### src/rtl/core/cfa_pkg.sv
// shared types and constants of the counting filter admission block
// no dependencies; imported by every module under rtl/core

package cfa_pkg;

    localparam int KEY_W         = 64;
    localparam int CNT_W         = 4;
    localparam int MASK_W        = 16;
    localparam int COUNTER_COUNT = 65536;
    localparam int IDX_W         = $clog2(COUNTER_COUNT);
    localparam int ROT_LEFT      = 33;
    localparam int CFG_IDX_W     = 2;
    localparam int CFG_DATA_W    = MASK_W;

    localparam logic [CNT_W-1:0]  COUNTER_MAX     = {CNT_W{1'b1}};
    localparam logic [CNT_W-1:0]  THRESHOLD_RESET = CNT_W'(2);
    localparam logic [MASK_W-1:0] MASK_RESET      = {MASK_W{1'b1}};

    // configuration register indexes
    localparam logic [CFG_IDX_W-1:0] CFG_FILTER_ENABLE   = 2'd0;
    localparam logic [CFG_IDX_W-1:0] CFG_ADMIT_THRESHOLD = 2'd1;
    localparam logic [CFG_IDX_W-1:0] CFG_INDEX_MASK      = 2'd2;

    typedef struct packed {
        logic             enable;
        logic [IDX_W-1:0] slot0;
        logic [IDX_W-1:0] slot1;
        logic [IDX_W-1:0] slot2;
    } t_probe_req;

    typedef struct packed {
        logic [CNT_W-1:0] admit_threshold;
    } t_cfg;

    typedef struct packed {
        logic clearing;
    } t_back_status;

    typedef struct packed {
        logic             admitted;
        logic [CNT_W-1:0] lowest_count;
    } t_result;

endpackage

### src/rtl/core/cfa_req_queue.sv
// two-entry queue of probe requests between front and back
// depends on cfa_pkg

module cfa_req_queue
    import cfa_pkg::*;
(
    input  logic       i_clk,
    input  logic       i_rst_n,
    input  logic       i_push,
    input  t_probe_req i_req,
    output logic       o_full,
    input  logic       i_pop,
    output logic       o_valid,
    output t_probe_req o_req
);

    t_probe_req r_slots [2];
    logic       r_wr_ptr;
    logic       r_rd_ptr;
    logic [1:0] r_count;

    always_ff @(posedge i_clk) begin
        if (!i_rst_n) begin
            r_wr_ptr <= 1'b0;
            r_rd_ptr <= 1'b0;
            r_count  <= 2'd0;
        end else begin
            if (i_push) begin
                r_wr_ptr <= ~r_wr_ptr;
            end
            if (i_pop) begin
                r_rd_ptr <= ~r_rd_ptr;
            end
            r_count <= r_count + 2'(i_push) - 2'(i_pop);
        end
    end

    always_ff @(posedge i_clk) begin
        if (i_push) begin
            r_slots[r_wr_ptr] <= i_req;
        end
    end

    assign o_full  = (r_count == 2'd2);
    assign o_valid = (r_count != 2'd0);
    assign o_req   = r_slots[r_rd_ptr];

endmodule

### config.mk
export PLATFORM = sky130hd
export DESIGN_NAME = cfa_req_queue
export DESIGN_NICKNAME = d
export VERILOG_FILES = /design/src/rtl/core/cfa_pkg.sv /design/src/rtl/core/cfa_req_queue.sv
export SDC_FILE = /design/constraint.sdc
export NUM_CORES = 1
export LEC_CHECK = 0
export BUFFER_PORTS_ARGS = -buffer_cell sky130_fd_sc_hd__buf_2
export CAP_MARGIN = 20
export CORE_AREA = 2 2 113 115
export CTS_BUF_LIST = sky130_fd_sc_hd__clkbuf_4 sky130_fd_sc_hd__clkbuf_8
export CTS_CLUSTER_DIAMETER = 200
export DETAILED_ROUTE_END_ITERATION = 16
export DIE_AREA = 0 0 115 117
export PLACE_DENSITY = 0.5
export SLEW_MARGIN = 0
export SYNTH_ARGS = -nofsm -noshare
export SYNTH_HDL_FRONTEND = slang
export SYNTH_SLANG_ARGS = --single-unit
### constraint.sdc
create_clock -name i_clk -period 7.7 [get_ports i_clk]
set_clock_uncertainty 0.2 [all_clocks]
set_input_delay 0.77 -clock i_clk [delete_from_list [all_inputs] [get_ports i_clk]]
set_output_delay 0.77 -clock i_clk [all_outputs]
set_load 0.005 [all_outputs]
==> results_tabular.tex <==
\begin{tabular}{lr}
\hline
Metric & Value \\
\hline
\multicolumn{2}{l}{\textbf{Route}} \\
\quad DR WL/cell & between 15 and 20 um \\
\quad Post-DR vias/cell & 4.33 \\
\quad DRT met1 WL & 2850 um \\
\quad DRC errors left & 0 \\
\quad Max layer used & met4 \\
\quad Drt first-iter violations & around 110 \\
\quad Number of vias in the routed layout & between 1,500 and 2,000 \\
\quad Iteration count of the initial detailed-routing pass & 4 \\
\quad Routed length on met3 & between 500 and 600 um \\
\quad Overall routed net length & approximately 6700 um \\
\quad Met2 WL & approximately 3100 um \\
\quad Final antenna-violating net count & 0 \\
\multicolumn{2}{l}{\textbf{STA}} \\
\quad RSZ-0062 raised after global routing & no \\
\quad Worst max-slew margin expressed relative to the limit & 0.597 \\
\quad Final cycle utilization of the critical path & 0.402 \\
\quad Final hold violations & 0 \\
\quad Clock period minus final worst setup slack & $\sim$3.1 ns \\
\quad Achievable clock frequency & between 300 and 400 MHz \\
\quad Setup TNS & 0 ns \\
\quad Setup-failing EPs final & 0 \\
\quad Slew Limit Fails & 0 \\
\quad Measured slew at the worst slew-check pin & around 0.60 ns \\
\multicolumn{2}{l}{\textbf{GRT}} \\
\quad Maximum number of pins on one net before global-route repair & 37 \\
\quad Number of global-route vias before repair & 2,008 \\
\quad Global-route wire length before repair & around 10,000 um \\
\quad GRT Util Overall & 0.105 \\
\quad Remaining global-route overflow & 0 \\
\quad Number of antenna violations at the first check in global routing & 1 \\
\multicolumn{2}{l}{\textbf{Worst hold path}} \\
\quad Worst hold-check path type & in2reg \\
\quad Hold wc startpoint & i\_req[23] \\
\multicolumn{2}{l}{\textbf{Floorplan}} \\
\quad \# IOs & $\sim$100 \\
\quad Overall die height & about 120 um \\
\quad Die Area & between 10,000 and 15,000 um\^{}2 \\
\quad Die boundary width & 115 um \\
\quad Placement row count & just over 40 \\
\quad Starting Density & 0.309 \\
\quad Placeable core region & 12,300 um\^{}2 \\
\multicolumn{2}{l}{\textbf{Clocking}} \\
\quad Hold\_buf cts & 0 \\
\quad Clock buffer depth & 2 \\
\quad Count of cells resized by post-cts repair & 0 \\
\quad TritonCTS Buffers & 9 \\
\quad Setup fix buffers added after clock tree synthesis & 0 \\
\quad Clock latency reported for the late side of the worst-skew pair & between 0.3 and 0.4 ns \\
\quad Clock root buffer & clkbuf\_8 \\
\quad Clock transition at the register clock pins on the worst setup and hold paths after CTS & around 0.090 ns \\
\quad CTS tree & yes \\
\quad H-Tree Level Count & 3 \\
\quad Sinks on Clock Net & approximately 100 \\
\multicolumn{2}{l}{\textbf{Yosys}} \\
\quad Number of distinct library cells after synthesis & 15 \\
\quad Most frequent cell after synthesis & edfxtp\_1 \\
\quad Yosys Warn Count & 0 \\
\quad Flip-flop and latch count after synthesis & $\sim$100 \\
\quad Most used flip-flop cell after synthesis & edfxtp\_1 \\
\quad Cell types with the largest area share after synthesis & edfxtp\_1 (77\%), mux2\_2 (12\%), mux2\_4 (3.9\%), dfxtp\_1 (2.6\%), and2\_1 (0.66\%) \\
\quad Top cell types by occurrence after synthesis & edfxtp\_1 (98), mux2\_2 (39), mux2\_4 (10) \\
\quad Area fraction of the dominant cell type after synthesis & 0.773 \\
\quad Mean Syn Cell Area & about 22 um\^{}2 \\
\quad Synth async-reset ratio & 0 \\
\quad Number of synthesized flops with an enable pin & $\sim$100 \\
\quad Cells after synthesis & roughly 170 \\
\quad Library cell occupying the most area in the post-synthesis netlist & edfxtp\_1 \\
\quad Cell area after synthesis & roughly 3800 um\^{}2 \\
\quad Net Count, Synth & 228 \\
\quad Register area share after synthesis & 0.799 \\
\multicolumn{2}{l}{\textbf{Setup path}} \\
\quad Data required time of the worst path & 6.73 ns \\
\quad Critical path arrival & around 2.1 ns \\
\quad Reg2reg start & r\_wr\_ptr \\
\quad Category of the worst setup path capture point & output port \\
\quad Type of the setup path with the least slack & reg2out \\
\quad Startpoint type of the worst setup path & flip-flop \\
\quad Maximum fanout along the worst path & 26 \\
\multicolumn{2}{l}{\textbf{Power and ir drop}} \\
\quad Worst vdd ir & about 0.16 mV \\
\quad Power Dens Cells & 233 nW/um\^{}2 \\
\quad Static Leak & between 1.5 and 2 nW \\
\multicolumn{2}{l}{\textbf{Finish}} \\
\quad Core occupancy in the finished layout & 0.380 \\
\quad Final net count & 340 \\
\quad Area grow syn2layout & 22.9\% \\
\quad Number of cells in the finished layout apart from fillers & 440 \\
\quad Number of antenna diodes & 0 \\
\quad Fraction of final layout cells sized beyond drive strength 1 & 0.603 \\
\quad Final standard cell area without fillers & around 4700 um\^{}2 \\
\multicolumn{2}{l}{\textbf{Place}} \\
\quad Instance area after placement & approximately 4500 um\^{}2 \\
\quad Weighted congestion reported at the end of routability-driven placement & around 0.66 \\
\quad Dpl hpwl & 4300 um \\
\quad Number of placed cells counting well taps & $\sim$420 \\
\quad \# port buffers & roughly 100 \\
\multicolumn{2}{l}{\textbf{Run status}} \\
\quad Run status & completed \\
\multicolumn{2}{l}{\textbf{Run}} \\
\quad Max-Cap Viols & 0 \\
\hline
\end{tabular}
## per-layer routing
| metal | GRT usage | vias up |
|---|---|---|
| li1 | - | 894 |
| met1 | 0.116 | 930 |
| met2 | 0.167 | 70 |
| met3 | 0.0597 | 11 |
| met4 | 0.0458 | 0 |
| met5 | 0 | - |
## metrics by stage
step	setup slack, ns	total power (W)	hold WS, ns
floorplan	4.06	0.000740	0.355
global placement	4.94	0.000794	0.361
detailed placement	4.95	0.000796	0.366
CTS	4.50	0.00111	0.346
global route	4.42	0.00115	0.339
finish	4.61	0.00109	0.378
## worst max-delay path, stage by stage (launching register included)
cell and delay, ns:
dfxtp_2 0.73, buf_4 0.47, mux2_2 0.39, buf_2 0.13
## cell families after synthesis
| group | Yosys count | share of synthesized area |
|---|---|---|
| muxes | 49 | 0.155 |
| buffers and inverters | 7 | 0.0148 |
| adders and majority gates | 2 | 0.00657 |
| DFF | 103 | 0.799 |
| AOI/OAI and AO/OA | 1 | 0.00197 |
| xor gates and xnor gates | 2 | 0.00821 |
| and+or+nand+nor | 9 | 0.0148 |
## where the power goes
group	internal, W	switching [W]	leakage [nW]	total (W)
registers	0.000646	0.0000128	0.962	0.000659
logic	0.0000683	0.0000510	0.716	0.000119
clock network	0.000141	0.000171	0.0963	0.000313
total	0.000856	0.000235	1.77	0.00109
## flip-flops by register name (all words and copies together) (netlist names), named ones only
name	cells
r_slots	98
r_count	2
r_rd_ptr	1
r_wr_ptr	1
## path summary, 6_finish.rpt
kind	endpoint	slack, ns	cells past startpoint
min reg2reg	flip-flop	0.39	2
min	r_slots[1][23]	0.38	1
max	o_req[6]	4.61	3
max reg2reg	r_slots[1][41]	5.79	2
## final cells by class
type / instances / area [um^2]
clock buffer: 13 / 166
clock inverter: 3 / 17.5
fill: 1196 / 7630
inverter: 2 / 7.51
multi-input combinational: 63 / 718
sequential: 103 / 3040
tap: 150 / 188
timing repair buffer: 106 / 538
## cell usage in the layout (no fill, tap or decap)
master / synthesis / routed
clkinvlp_4: 0 / 1
clkinv_2: 0 / 2
o21a_1: 1 / 1
ha_1: 2 / 2
or2_2: 1 / 1
and2_1: 4 / 3
nor2b_4: 0 / 1
buf_4: 3 / 3
xnor3_1: 1 / 1
buf_2: 0 / 103
edfxtp_1: 98 / 98
xor2_1: 1 / 1
clkbuf_8: 0 / 11
nor2b_1: 4 / 3
mux2_2: 39 / 39
mux2_4: 10 / 10
and2_2: 0 / 1
dfxtp_1: 5 / 4
clkbuf_4: 0 / 2
dfxtp_2: 0 / 1
inv_1: 2 / 2
Note: power is estimated with default switching activity, not from simulation.
