File: config.mk
export PLATFORM = sky130hd
export DESIGN_NAME = cfa_front
export DESIGN_NICKNAME = d
export VERILOG_FILES = /design/src/rtl/core/cfa_pkg.sv /design/src/rtl/core/cfa_front.sv
export SDC_FILE = /design/constraint.sdc
export NUM_CORES = 1
export LEC_CHECK = 0
export ABC_AREA = 1
export BUFFER_PORTS_ARGS = -buffer_cell sky130_fd_sc_hd__buf_4
export CELL_PAD_IN_SITES_DETAIL_PLACEMENT = 1
export CELL_PAD_IN_SITES_GLOBAL_PLACEMENT = 2
export CORE_MARGIN = 5
export CORE_UTILIZATION = 23
export CTS_CLUSTER_SIZE = 8
export DETAILED_ROUTE_END_ITERATION = 10
export PLACE_DENSITY = 0.83
export SETUP_SLACK_MARGIN = 0.1
export SYNTH_ARGS = -nofsm -noshare
export SYNTH_HDL_FRONTEND = slang
export SYNTH_SLANG_ARGS = --single-unit
File: constraint.sdc
create_clock -name i_clk -period 3.26 [get_ports i_clk]
set_input_delay 0.163 -clock i_clk [delete_from_list [all_inputs] [get_ports i_clk]]
set_output_delay 0.163 -clock i_clk [all_outputs]
set_load 0.1 [all_outputs]
File: src/rtl/core/cfa_pkg.sv
// shared types and constants of the counting filter admission block
// no dependencies; imported by every module under rtl/core

package cfa_pkg;

    localparam int KEY_W         = 64;
    localparam int CNT_W         = 4;
    localparam int MASK_W        = 16;
    localparam int COUNTER_COUNT = 65536;
    localparam int IDX_W         = $clog2(COUNTER_COUNT);
    localparam int ROT_LEFT      = 33;
    localparam int CFG_IDX_W     = 2;
    localparam int CFG_DATA_W    = MASK_W;

    localparam logic [CNT_W-1:0]  COUNTER_MAX     = {CNT_W{1'b1}};
    localparam logic [CNT_W-1:0]  THRESHOLD_RESET = CNT_W'(2);
    localparam logic [MASK_W-1:0] MASK_RESET      = {MASK_W{1'b1}};

    // configuration register indexes
    localparam logic [CFG_IDX_W-1:0] CFG_FILTER_ENABLE   = 2'd0;
    localparam logic [CFG_IDX_W-1:0] CFG_ADMIT_THRESHOLD = 2'd1;
    localparam logic [CFG_IDX_W-1:0] CFG_INDEX_MASK      = 2'd2;

    typedef struct packed {
        logic             enable;
        logic [IDX_W-1:0] slot0;
        logic [IDX_W-1:0] slot1;
        logic [IDX_W-1:0] slot2;
    } t_probe_req;

    typedef struct packed {
        logic [CNT_W-1:0] admit_threshold;
    } t_cfg;

    typedef struct packed {
        logic clearing;
    } t_back_status;

    typedef struct packed {
        logic             admitted;
        logic [CNT_W-1:0] lowest_count;
    } t_result;

endpackage

File: src/rtl/core/cfa_front.sv
// front end: configuration registers, input acceptance and probe slot calculation
// depends on cfa_pkg

module cfa_front
    import cfa_pkg::*;
(
    input  logic                  i_clk,
    input  logic                  i_rst_n,
    input  logic                  i_push,
    output logic                  o_full,
    input  logic [KEY_W-1:0]      i_key_hash,
    input  logic                  i_cfg_we,
    input  logic [CFG_IDX_W-1:0]  i_cfg_index,
    input  logic [CFG_DATA_W-1:0] i_cfg_data,
    input  t_back_status          i_back_status,
    input  logic                  i_q_full,
    output logic                  o_q_push,
    output t_probe_req            o_q_req,
    output t_cfg                  o_cfg
);

    logic              r_filter_enable;
    logic [CNT_W-1:0]  r_admit_threshold;
    logic [MASK_W-1:0] r_index_mask;

    logic [KEY_W-1:0]  second;
    logic [MASK_W-1:0] pos0;
    logic [MASK_W-1:0] pos1;
    logic [MASK_W-1:0] pos2;

    always_ff @(posedge i_clk) begin
        if (!i_rst_n) begin
            r_filter_enable   <= 1'b1;
            r_admit_threshold <= THRESHOLD_RESET;
            r_index_mask      <= MASK_RESET;
        end else if (i_cfg_we) begin
            case (i_cfg_index)
                CFG_FILTER_ENABLE:   r_filter_enable   <= i_cfg_data[0];
                CFG_ADMIT_THRESHOLD: r_admit_threshold <= i_cfg_data[CNT_W-1:0];
                CFG_INDEX_MASK:      r_index_mask      <= i_cfg_data[MASK_W-1:0];
                default: ;
            endcase
        end
    end

    // only the low bits of each probe position survive the mask
    assign second = {i_key_hash[KEY_W-ROT_LEFT-1:0], i_key_hash[KEY_W-1:KEY_W-ROT_LEFT]};
    assign pos0   = i_key_hash[MASK_W-1:0];
    assign pos1   = i_key_hash[MASK_W-1:0] + second[MASK_W-1:0];
    assign pos2   = i_key_hash[MASK_W-1:0] + {second[MASK_W-2:0], 1'b0};

    assign o_full   = i_q_full | i_back_status.clearing;
    assign o_q_push = i_push & ~o_full;

    always_comb begin
        o_q_req.enable = r_filter_enable;
        o_q_req.slot0  = IDX_W'(pos0 & r_index_mask);
        o_q_req.slot1  = IDX_W'(pos1 & r_index_mask);
        o_q_req.slot2  = IDX_W'(pos2 & r_index_mask);
    end

    assign o_cfg.admit_threshold = r_admit_threshold;

endmodule

==> flow_summary.toml, run 1 <==
[yosys]
syn-cell-area_sq_um = 2860
synth_edf_count = 0
synth_cells = 510
ys_warn_count = 0
synthFlopType = "dfxtp_1"
async_flop_share_pct = 0
synth.yosys.seq_area_share_pct = 14.7
synth_fp_nets = 629
synth_area_leader_cell = "nand2_1"
synth_top_family_by_area = "simple AND/OR/NAND/NOR gates"
synth.mux.area_fraction_pct = 0
ys_types = 32
synth-adder-area-share_pct = 14.1
synth-compound-area-share_pct = 8.76
ys_top_cells_by_area = "nand2_1, dfxtp_1, ha_1"
synthXorXnorAreaFrac_pct = 1.23
synth_top_cells_by_count = "nand2_1, inv_1, nor2_1"
yosys.cell_count.top_type = "nand2_1"
avgSynthCellArea_sq_um = 5.60
ys_ff_latch = 21
synthSimpleGateAreaFrac_pct = 45.9
synth_top_area_share_pct = 23.8

[critical_path]
crit_type = "primary input to output pin"
cp_max_fo = 4
max_stage_delay_ns = 0.42
crit_top_cell = "nand2_1"
slowest_stage = "fa_1"
crit_required_ns = 3.10
worstPathArrival_ns = 1.95
end_kind = "output pin"
crit_path_start_kind = "primary input"
crit_chain = "buf_4 -> ha_1 -> fa_1 -> nand2_1 -> nand2_1 -> nand3b_1 -> nand2_2 -> nand2_1 -> nand2_1 -> nand2_1 -> nand2_1 -> nor2_1 -> buf_4"

[clock_tree]
cts-resized-gates = 0
clk_latency_ns = 0.25
cts_root_buf = "clkbuf_16"
cts_tree = "done"
postCtsSetupRepairBufs = 0
clkSlewWorstSetupHoldPaths_ns = 0.06
h-tree-depth = 1
cts_hold_buf = 0
clockBufferDepth = 2
cts_made_buffers = 3
clock-sinks = 21

[timing]
setup_viol = 0
final-hold-violation-count = 0
fin_skew_ns = 0
relSlewSlack_pct = 41.8
final.setup.tns_ns = 0
worst_slew_pin_slew_ns = 0.870
timing.final.ws_setup_ns = 1.15
fmax_mhz = 474
post-route-min-period_ns = 2.11
rsz0062_at_grt = "false"
slew_violations = 0
timing.final.crit_share_pct = 64.7

[floorplanning]
start_util_pct = 23.6
num_rows = 40
io_pins = 143
core-area_sq_um = 12100
fp.dieW_um = 121
die_y_um = 121
die_area_sq_um = 14700

[global_route]
grt_pass1_vias = 3636
antenna_found_initial = 0
grt_max_degree = 22
grt_usage_pct = 14.1
grt_pass1_wl_um = 17000
grt_overflow = 0

[pwr]
power_density_nw_per_um2 = 465
fin_total_pwr_w = 0.00182
p_leak_nw = 2.38
irDropWorstVdd_mv = 0.283

[cells_and_area]
post-route-util_pct = 32.3
n_antenna_cell = 0
area_growth_pct = 37.2
finalNetCount = 737
drive_above_1_share_pct = 25.3

[routing]
totalWireLength_um = 10200
first_pass_iters = 4
viasPerCell = 4.28
drt_iter0_drc = 122
vias = 3360
antenna_left = 0
drc = 0
avgRoutedWirePerCell_um = 13.0

[place]
dp_slack_ns = 1.11
hpwl_um = 9280
place.gp.congestion = 0.849
io_buffers = 110

[status]
run_status = "finished clean"

[run]
drv_cap = 0

[min_path]
hold_path_class = "primary input to register"
-- sequential cells by signal, summed over array words and instances, names as in the netlist --
| name | count |
|---|---|
| o_cfg | 4 |
| r_filter_enable | 1 |
| r_index_mask | 16 |
-- cell families (layout without fill, tap and decap cells) --
logic type | Yosys count | count (layout)
xor gates and xnor gates | 4 | 4
AOI/OAI and AO/OA | 45 | 45
adders and majority gates | 31 | 31
and+or+nand+nor | 300 | 300
buffers and inverters | 109 | 216
DFF | 21 | 21
-- stage by stage --
stage	hold WS, ns	area, sq um	instances
6_report	0.120	3920	785
5_1_grt	0.125	3920	785
4_1_cts	0.118	3920	785
3_5_place_dp	0.379	3840	781
3_3_place_gp	0.376	3840	781
2_1_floorplan	0.282	2860	510
-- cells in the final DEF, fill, tap and decap left out, drive strengths merged --
cell    netlist  layout
nor2         55      55
nand3        33      33
clkinv        0       1
xnor2         3       3
ha           29      29
nand4         4       4
dfxtp        21      21
nor3          7       7
o21ai        12      12
a21oi        29      29
xor2          1       1
o31ai         1       1
fa            2       2
or2           2       2
nand2       195     195
nand3b        3       3
o211ai        3       3
inv         102     102
and2          1       1
buf           5     110
clkbuf        2       3
-- cell type report --
cell class | instances | area [sq um]
Multi-Input combinational cell | 380 | 2000
Inverter | 102 | 383
Fill cell | 1684 | 8190
Clock buffer | 3 | 75.1
Tap cell | 168 | 210
Clock inverter | 1 | 5.00
Timing Repair Buffer | 110 | 826
Sequential cell | 21 | 420
-- power by group --
group	switching [W]	total [W]	internal, W
Combinational	0.000984	0.00128	0.000294
Clock	0.0000912	0.000256	0.000165
Sequential	0.0000165	0.000287	0.000270
Total	0.00109	0.00182	0.000729
-- routing by layer --
layer | track usage [%] | vias up | part of all wire, %
met3 | 1.86 | 6 | 4.3
met5 | 0 | - | 0
met2 | 26.3 | 56 | 51
met4 | 2.38 | 0 | 0.82
li1 | - | 1777 | -
met1 | 17.2 | 1521 | 44
-- critical path: cells and delay by family --
family,cells,cell delay [ns]
simple gates,9,0.70
fa+ha+maj,2,0.66
buf+inv,2,0.41
-- path summary, 6_finish.rpt --
kind / from / to / slack, ns / depth (start not counted)
worst max-delay path: i_key_hash[1] / o_q_req[11] / 1.15 / 13
worst min-delay path: i_cfg_data[4] / r_index_mask[4]$_SDFFE_PN1P_ / 0.12 / 3
worst max register to register: r_index_mask[9]$_SDFFE_PN1P_ / r_index_mask[9]$_SDFFE_PN1P_ / 2.50 / 2
worst min register to register: o_cfg[1]$_SDFFE_PN1P_ / o_cfg[1]$_SDFFE_PN1P_ / 0.47 / 2
(Power assumes the default switching activity.)
==> inputs of run 2 (changes only) <==
- ABC_AREA: 1 -> 0
- CORE_UTILIZATION: 23 -> 20
- PLACE_DENSITY: 0.83 -> 0.74
- clock period: 3.26 -> 1.8 ns (I/O delays scaled with it)
==> flow_summary.toml, run 2 <==
[place]
io_buffers = 110
dp_slack_ns = -0.553
place.gp.congestion = 0.783
hpwl_um = 8590

[floorplanning]
io_pins = 143
die_y_um = 121
num_rows = 40
start_util_pct = 20.4
core-area_sq_um = 12000
die_area_sq_um = 14500
fp.dieW_um = 121

[global_route]
grt_overflow = 0
grt_pass1_vias = 3328
antenna_found_initial = 0
grt_max_degree = 22
grt_pass1_wl_um = 16500
grt_usage_pct = 14.0

[critical_path]
ff2ff_setup_slack_ns = 0.96
crit_required_ns = 1.71
critical_path.reg2reg.startpoint = "r_index_mask[12]$_SDFFE_PN1P_"
ff2ff_path_depth = 2
slowest_stage = "a2111o_1"
end_kind = "output pin"
cp_max_fo = 2
cp.buffers_inverters = 4
crit_type = "primary input to output pin"
worstPathArrival_ns = 2.08
max_stage_delay_ns = 0.39
crit_chain = "buf_8 -> buf_6 -> ha_4 -> inv_2 -> fa_2 -> nand2b_4 -> a21oi_4 -> o21ai_2 -> a2111o_1 -> nand3_1 -> nor3b_4 -> buf_12"
path_delay_family = "compound AO/OA/AOI/OAI gates"
crit_path_start_kind = "primary input"
r2r-end = "r_index_mask[12]$_SDFFE_PN1P_"

[yosys]
synth_top_area_share_pct = 17.2
synth_edf_count = 0
synth_fp_nets = 451
yosys.cell_count.top_type = "nand2_1"
synth_top_cells_by_count = "nand2_1, and2_1, ha_1"
ys_types = 45
syn-cell-area_sq_um = 2440
avgSynthCellArea_sq_um = 7.36
synth_cells = 332
synth_area_leader_cell = "dfxtp_1"
ys_warn_count = 0
synth.yosys.seq_area_share_pct = 17.2
ys_ff_latch = 21
ys_top_cells_by_area = "dfxtp_1, ha_1, nand2_1"
async_flop_share_pct = 0
synthFlopType = "dfxtp_1"

[timing]
slew_violations = 0
relSlewSlack_pct = 61.0
fin_skew_ns = 0
timing.final.crit_share_pct = 121
timing.final.ws_setup_ns = -0.374
final-hold-violation-count = 0
whs_ns = 0.0444
post-route-min-period_ns = 2.17
worst_slew_pin_slew_ns = 0.584
final.setup.tns_ns = -4.61
fmax_mhz = 460
setup_viol = 22
rsz0062_at_grt = "true"

[routing]
drt_iter0_drc = 90
totalWireLength_um = 10500
antenna_left = 0
avgRoutedWirePerCell_um = 15.7
first_pass_iters = 4
viasPerCell = 4.46
vias = 2989
drc = 0

[clock_tree]
cts_tree = "done"
clk_latency_ns = 0.25
clkSlewWorstSetupHoldPaths_ns = 0.06
clock-sinks = 21
cts_root_buf = "clkbuf_16"
cts_hold_buf = 0
cts_made_buffers = 3
clockBufferDepth = 2
h-tree-depth = 1

[min_path]
hold_depth = 3
hold_path_class = "primary input to register"
min_to = "r_index_mask[5]$_SDFFE_PN1P_"
hold_start = "i_cfg_data[5]"

[cells_and_area]
finalNetCount = 643
multi_input_area_sq_um = 2480
final_common_cell = "buf_4"
drive_above_1_share_pct = 55.8
n_fill_cell = 1403
n_antenna_cell = 0
top_register = "r_index_mask"
area_growth_pct = 108
regArea_sq_um = 420
largest_reg_flops = 16
mostFrequentLayoutCells = "buf_4, nand2_1, buf_12, buf_6, dfxtp_1"

[status]
run_status = "finished, violations left"
violations = "negative setup slack"

[run]
drv_cap = 0

[pwr]
fin_total_pwr_w = 0.00430
irDropWorstVdd_mv = 0.590
power_density_nw_per_um2 = 848
p_leak_nw = 2.35
[run 2: layout make-up]
cell class	instances	share of cell area [%]
sequential	21	8.28
multi-input combinational	290	49.0
timing repair buffer	195	36.6
inverter	13	0.962
tap	147	3.62
clock buffer	4	1.55
[run 2: repair_timing]
action                                  in CTS  in global routing
resized for setup                          123                 18
pin swaps                                   29                 28
endpoints found under the setup margin      23                 23
hold endpoints to repair                     0                  0
setup buffers                               15                 10
[run 2: stage by stage]
step | util [%] | instance area (sq um) | instances
global route | 42.3 | 5070 | 670
floorplan | - | 2750 | 332
global placement | 35.2 | 4220 | 647
finish | 42.3 | 5070 | 670
detailed placement | 35.2 | 4220 | 647
CTS | 41.1 | 4930 | 663
[run 2: worst register-to-register path, delay by kind of cell, from the launching register on]
kind,cells,cell delay [ns]
AO/OA/AOI/OAI,1,0.18
buffers and inverters,1,0.13
flip-flops,1,0.45
[run 2: logic make-up after synthesis]
group	Yosys count	synth area share [%]
mux	8	3.28
compound gates	73	20.5
flops	21	17.2
buf+inv	21	3.58
xor+xnor	18	6.45
simple gates	160	32.5
fa+ha+maj	31	16.5
[run 2: worst max-delay path by stage]
stage               slack, ns           start     endpoint  depth (start not counted)
finish                  -0.37  i_key_hash[31]  o_q_req[28]                         12
global route            -0.45  i_key_hash[31]  o_q_req[28]                         12
CTS                     -0.38  i_key_hash[31]  o_q_req[28]                         12
detailed placement      -0.55   i_key_hash[1]  o_q_req[13]                         10
global placement        -0.55   i_key_hash[1]  o_q_req[15]                         11
floorplan               -0.62   i_key_hash[3]  o_q_req[12]                          6
[run 2: metal layers]
layer	vias up	part of all wire [%]	global-route usage (%)
li1	1544	-	-
met5	-	0	0
met4	0	1.0	2.48
met3	9	3.4	1.78
met1	1379	44	17.2
met2	57	51	26.3
[run 2: report_power, final]
group | leakage, nW | internal, W | total, W | switching, W
registers | 0.172 | 0.000488 | 0.000515 | 0.0000278
clock network | 0.0382 | 0.000302 | 0.000470 | 0.000168
logic | 2.14 | 0.00129 | 0.00332 | 0.00203
==> inputs of run 3 (changes only) <==
- PLACE_DENSITY: 0.74 -> default
- PLACE_DENSITY_LB_ADDON: default -> 0.1
- SLEW_MARGIN: default -> 20
==> flow_summary.toml, run 3 (synthesized netlist as in run 2, its figures left out) <==
[timing]
timing.final.crit_share_pct = 119
fmax_mhz = 468
setup_viol = 19
fin_skew_ns = 0
relSlewSlack_pct = 65.4
slew_violations = 0
post-route-min-period_ns = 2.13
worst_slew_pin_slew_ns = 0.517
timing.final.ws_setup_ns = -0.335
rsz0062_at_grt = "true"
final-hold-violation-count = 0
final.setup.tns_ns = -3.06

[critical_path]
ff2ff_path_depth = 2
end_kind = "output pin"
critical_path.reg2reg.startpoint = "r_index_mask[12]$_SDFFE_PN1P_"
ff2ff_setup_slack_ns = 0.96
crit_required_ns = 1.71
worstPathArrival_ns = 2.04
crit_type = "primary input to output pin"
cp_max_fo = 2
crit_path_start_kind = "primary input"
r2r-end = "r_index_mask[12]$_SDFFE_PN1P_"

[floorplanning]
die_y_um = 121
io_pins = 143
fp.dieW_um = 121
core-area_sq_um = 12000
die_area_sq_um = 14500
num_rows = 40
start_util_pct = 20.4

[pwr]
intPower_w = 0.00207
irDropWorstVdd_mv = 0.446
p_clk_share_pct = 10.9
comb_power_share_pct = 77.1
pwr-share-seq_pct = 12.0
p_sw_share_pct = 51.9
p_leak_nw = 2.32
power_density_nw_per_um2 = 842
p_sw_w = 0.00223

[routing]
antenna_left = 0
drc = 0
viasPerCell = 4.50
drt_iter0_drc = 88
totalWireLength_um = 10200
routed-wl-met2_um = 4940
wl_met3_um = 333
vias = 2998
wl_met1_um = 4860
first_pass_iters = 4
avgRoutedWirePerCell_um = 15.4
top_layer_used = "met4"

[place]
place.gp.congestion = 0.831
hpwl_um = 8660
io_buffers = 110
dp_slack_ns = -0.573

[min_path]
min_to = "r_index_mask[5]$_SDFFE_PN1P_"
hold_path_class = "primary input to register"
hold_start = "i_cfg_data[5]"
hold_depth = 3

[clock_tree]
clk_latency_ns = 0.25
cts_tree = "done"
cts_made_buffers = 3
h-tree-depth = 1
clkSlewWorstSetupHoldPaths_ns = 0.06
clockBufferDepth = 2
cts_root_buf = "clkbuf_16"
clock-sinks = 21

[cells_and_area]
multi_input_area_sq_um = 2590
n_fill_cell = 1423
final_common_cell = "buf_4"
finalNetCount = 639
mostFrequentLayoutCells = "buf_4, nand2_1, buf_6, dfxtp_1, and2_1"
area_growth_pct = 108
n_antenna_cell = 0
regArea_sq_um = 420
drive_above_1_share_pct = 56.8
largest_reg_flops = 16
top_register = "r_index_mask"

[global_route]
grt_pass1_vias = 3270
grt_max_degree = 22
antenna_found_initial = 0
grt_usage_pct = 13.7
grt_overflow = 0
grt_pass1_wl_um = 16300

[status]
violations = "negative setup slack"
run_status = "finished, violations left"

[run]
drv_cap = 0
[run 3: per-stage QoR]
stage | util (%) | cells | power, W | instance area [sq um] | hold WS [ns]
global placement | 34.9 | 644 | 0.00326 | 4190 | 0.302
detailed placement | 34.9 | 644 | 0.00327 | 4190 | 0.307
global route | 42.4 | 666 | 0.00449 | 5100 | 0.0553
finish | 42.4 | 666 | 0.00429 | 5100 | 0.0434
floorplan | - | 332 | 0.00253 | 2750 | 0.214
CTS | 39.6 | 654 | 0.00417 | 4750 | 0.0405
[run 3: worst max path at each step]
stage                        start           to  depth (start not counted)
global route        i_key_hash[31]  o_q_req[28]                         12
CTS                 i_key_hash[31]  o_q_req[13]                         10
finish              i_key_hash[31]  o_q_req[28]                         12
floorplan            i_key_hash[3]  o_q_req[12]                          6
global placement     i_key_hash[1]  o_q_req[13]                         10
detailed placement   i_key_hash[1]  o_q_req[13]                         10
[run 3: critical path, stage by stage]
cell and delay [ns]:
buf_8 0.08, buf_6 0.09, ha_4 0.12, inv_2 0.03, fa_2 0.34, nand2b_4 0.16
a21oi_4 0.16, o21ai_2 0.08, a2111o_1 0.38, nand3_1 0.08, nor3b_4 0.23, buf_12 0.20
[run 3: timing repair]
action | in CTS | in global routing
pin swaps | 31 | 35
gates resized for setup | 102 | 45
hold buffers | 0 | 0
setup endpoints to repair | 23 | 22
buffers inserted | 6 | 13
[run 3: routing by layer]
layer  track usage, %  vias up
met1             18.9     1394
li1                 -     1537
met2             23.1       59
met4             3.12        0
met5                0        -
met3             1.64        8
[run 3: cell type report]
type / count / area share (%)
multi-input combinational: 290 / 50.8
inverter: 13 / 0.957
clock inverter: 1 / 0.0982
clock buffer: 3 / 1.47
sequential: 21 / 8.25
tap: 147 / 3.61
timing repair buffer: 191 / 34.8
[run 3: power groups by stage]
stage          combinational (W)  sequential [W]  clock [W]
2_1_floorplan            0.00200        0.000533          0
3_3_place_gp             0.00273        0.000525          0
3_5_place_dp             0.00274        0.000526          0
4_1_cts                  0.00317        0.000516   0.000483
5_1_grt                  0.00347        0.000520   0.000502
6_report                 0.00331        0.000516   0.000467
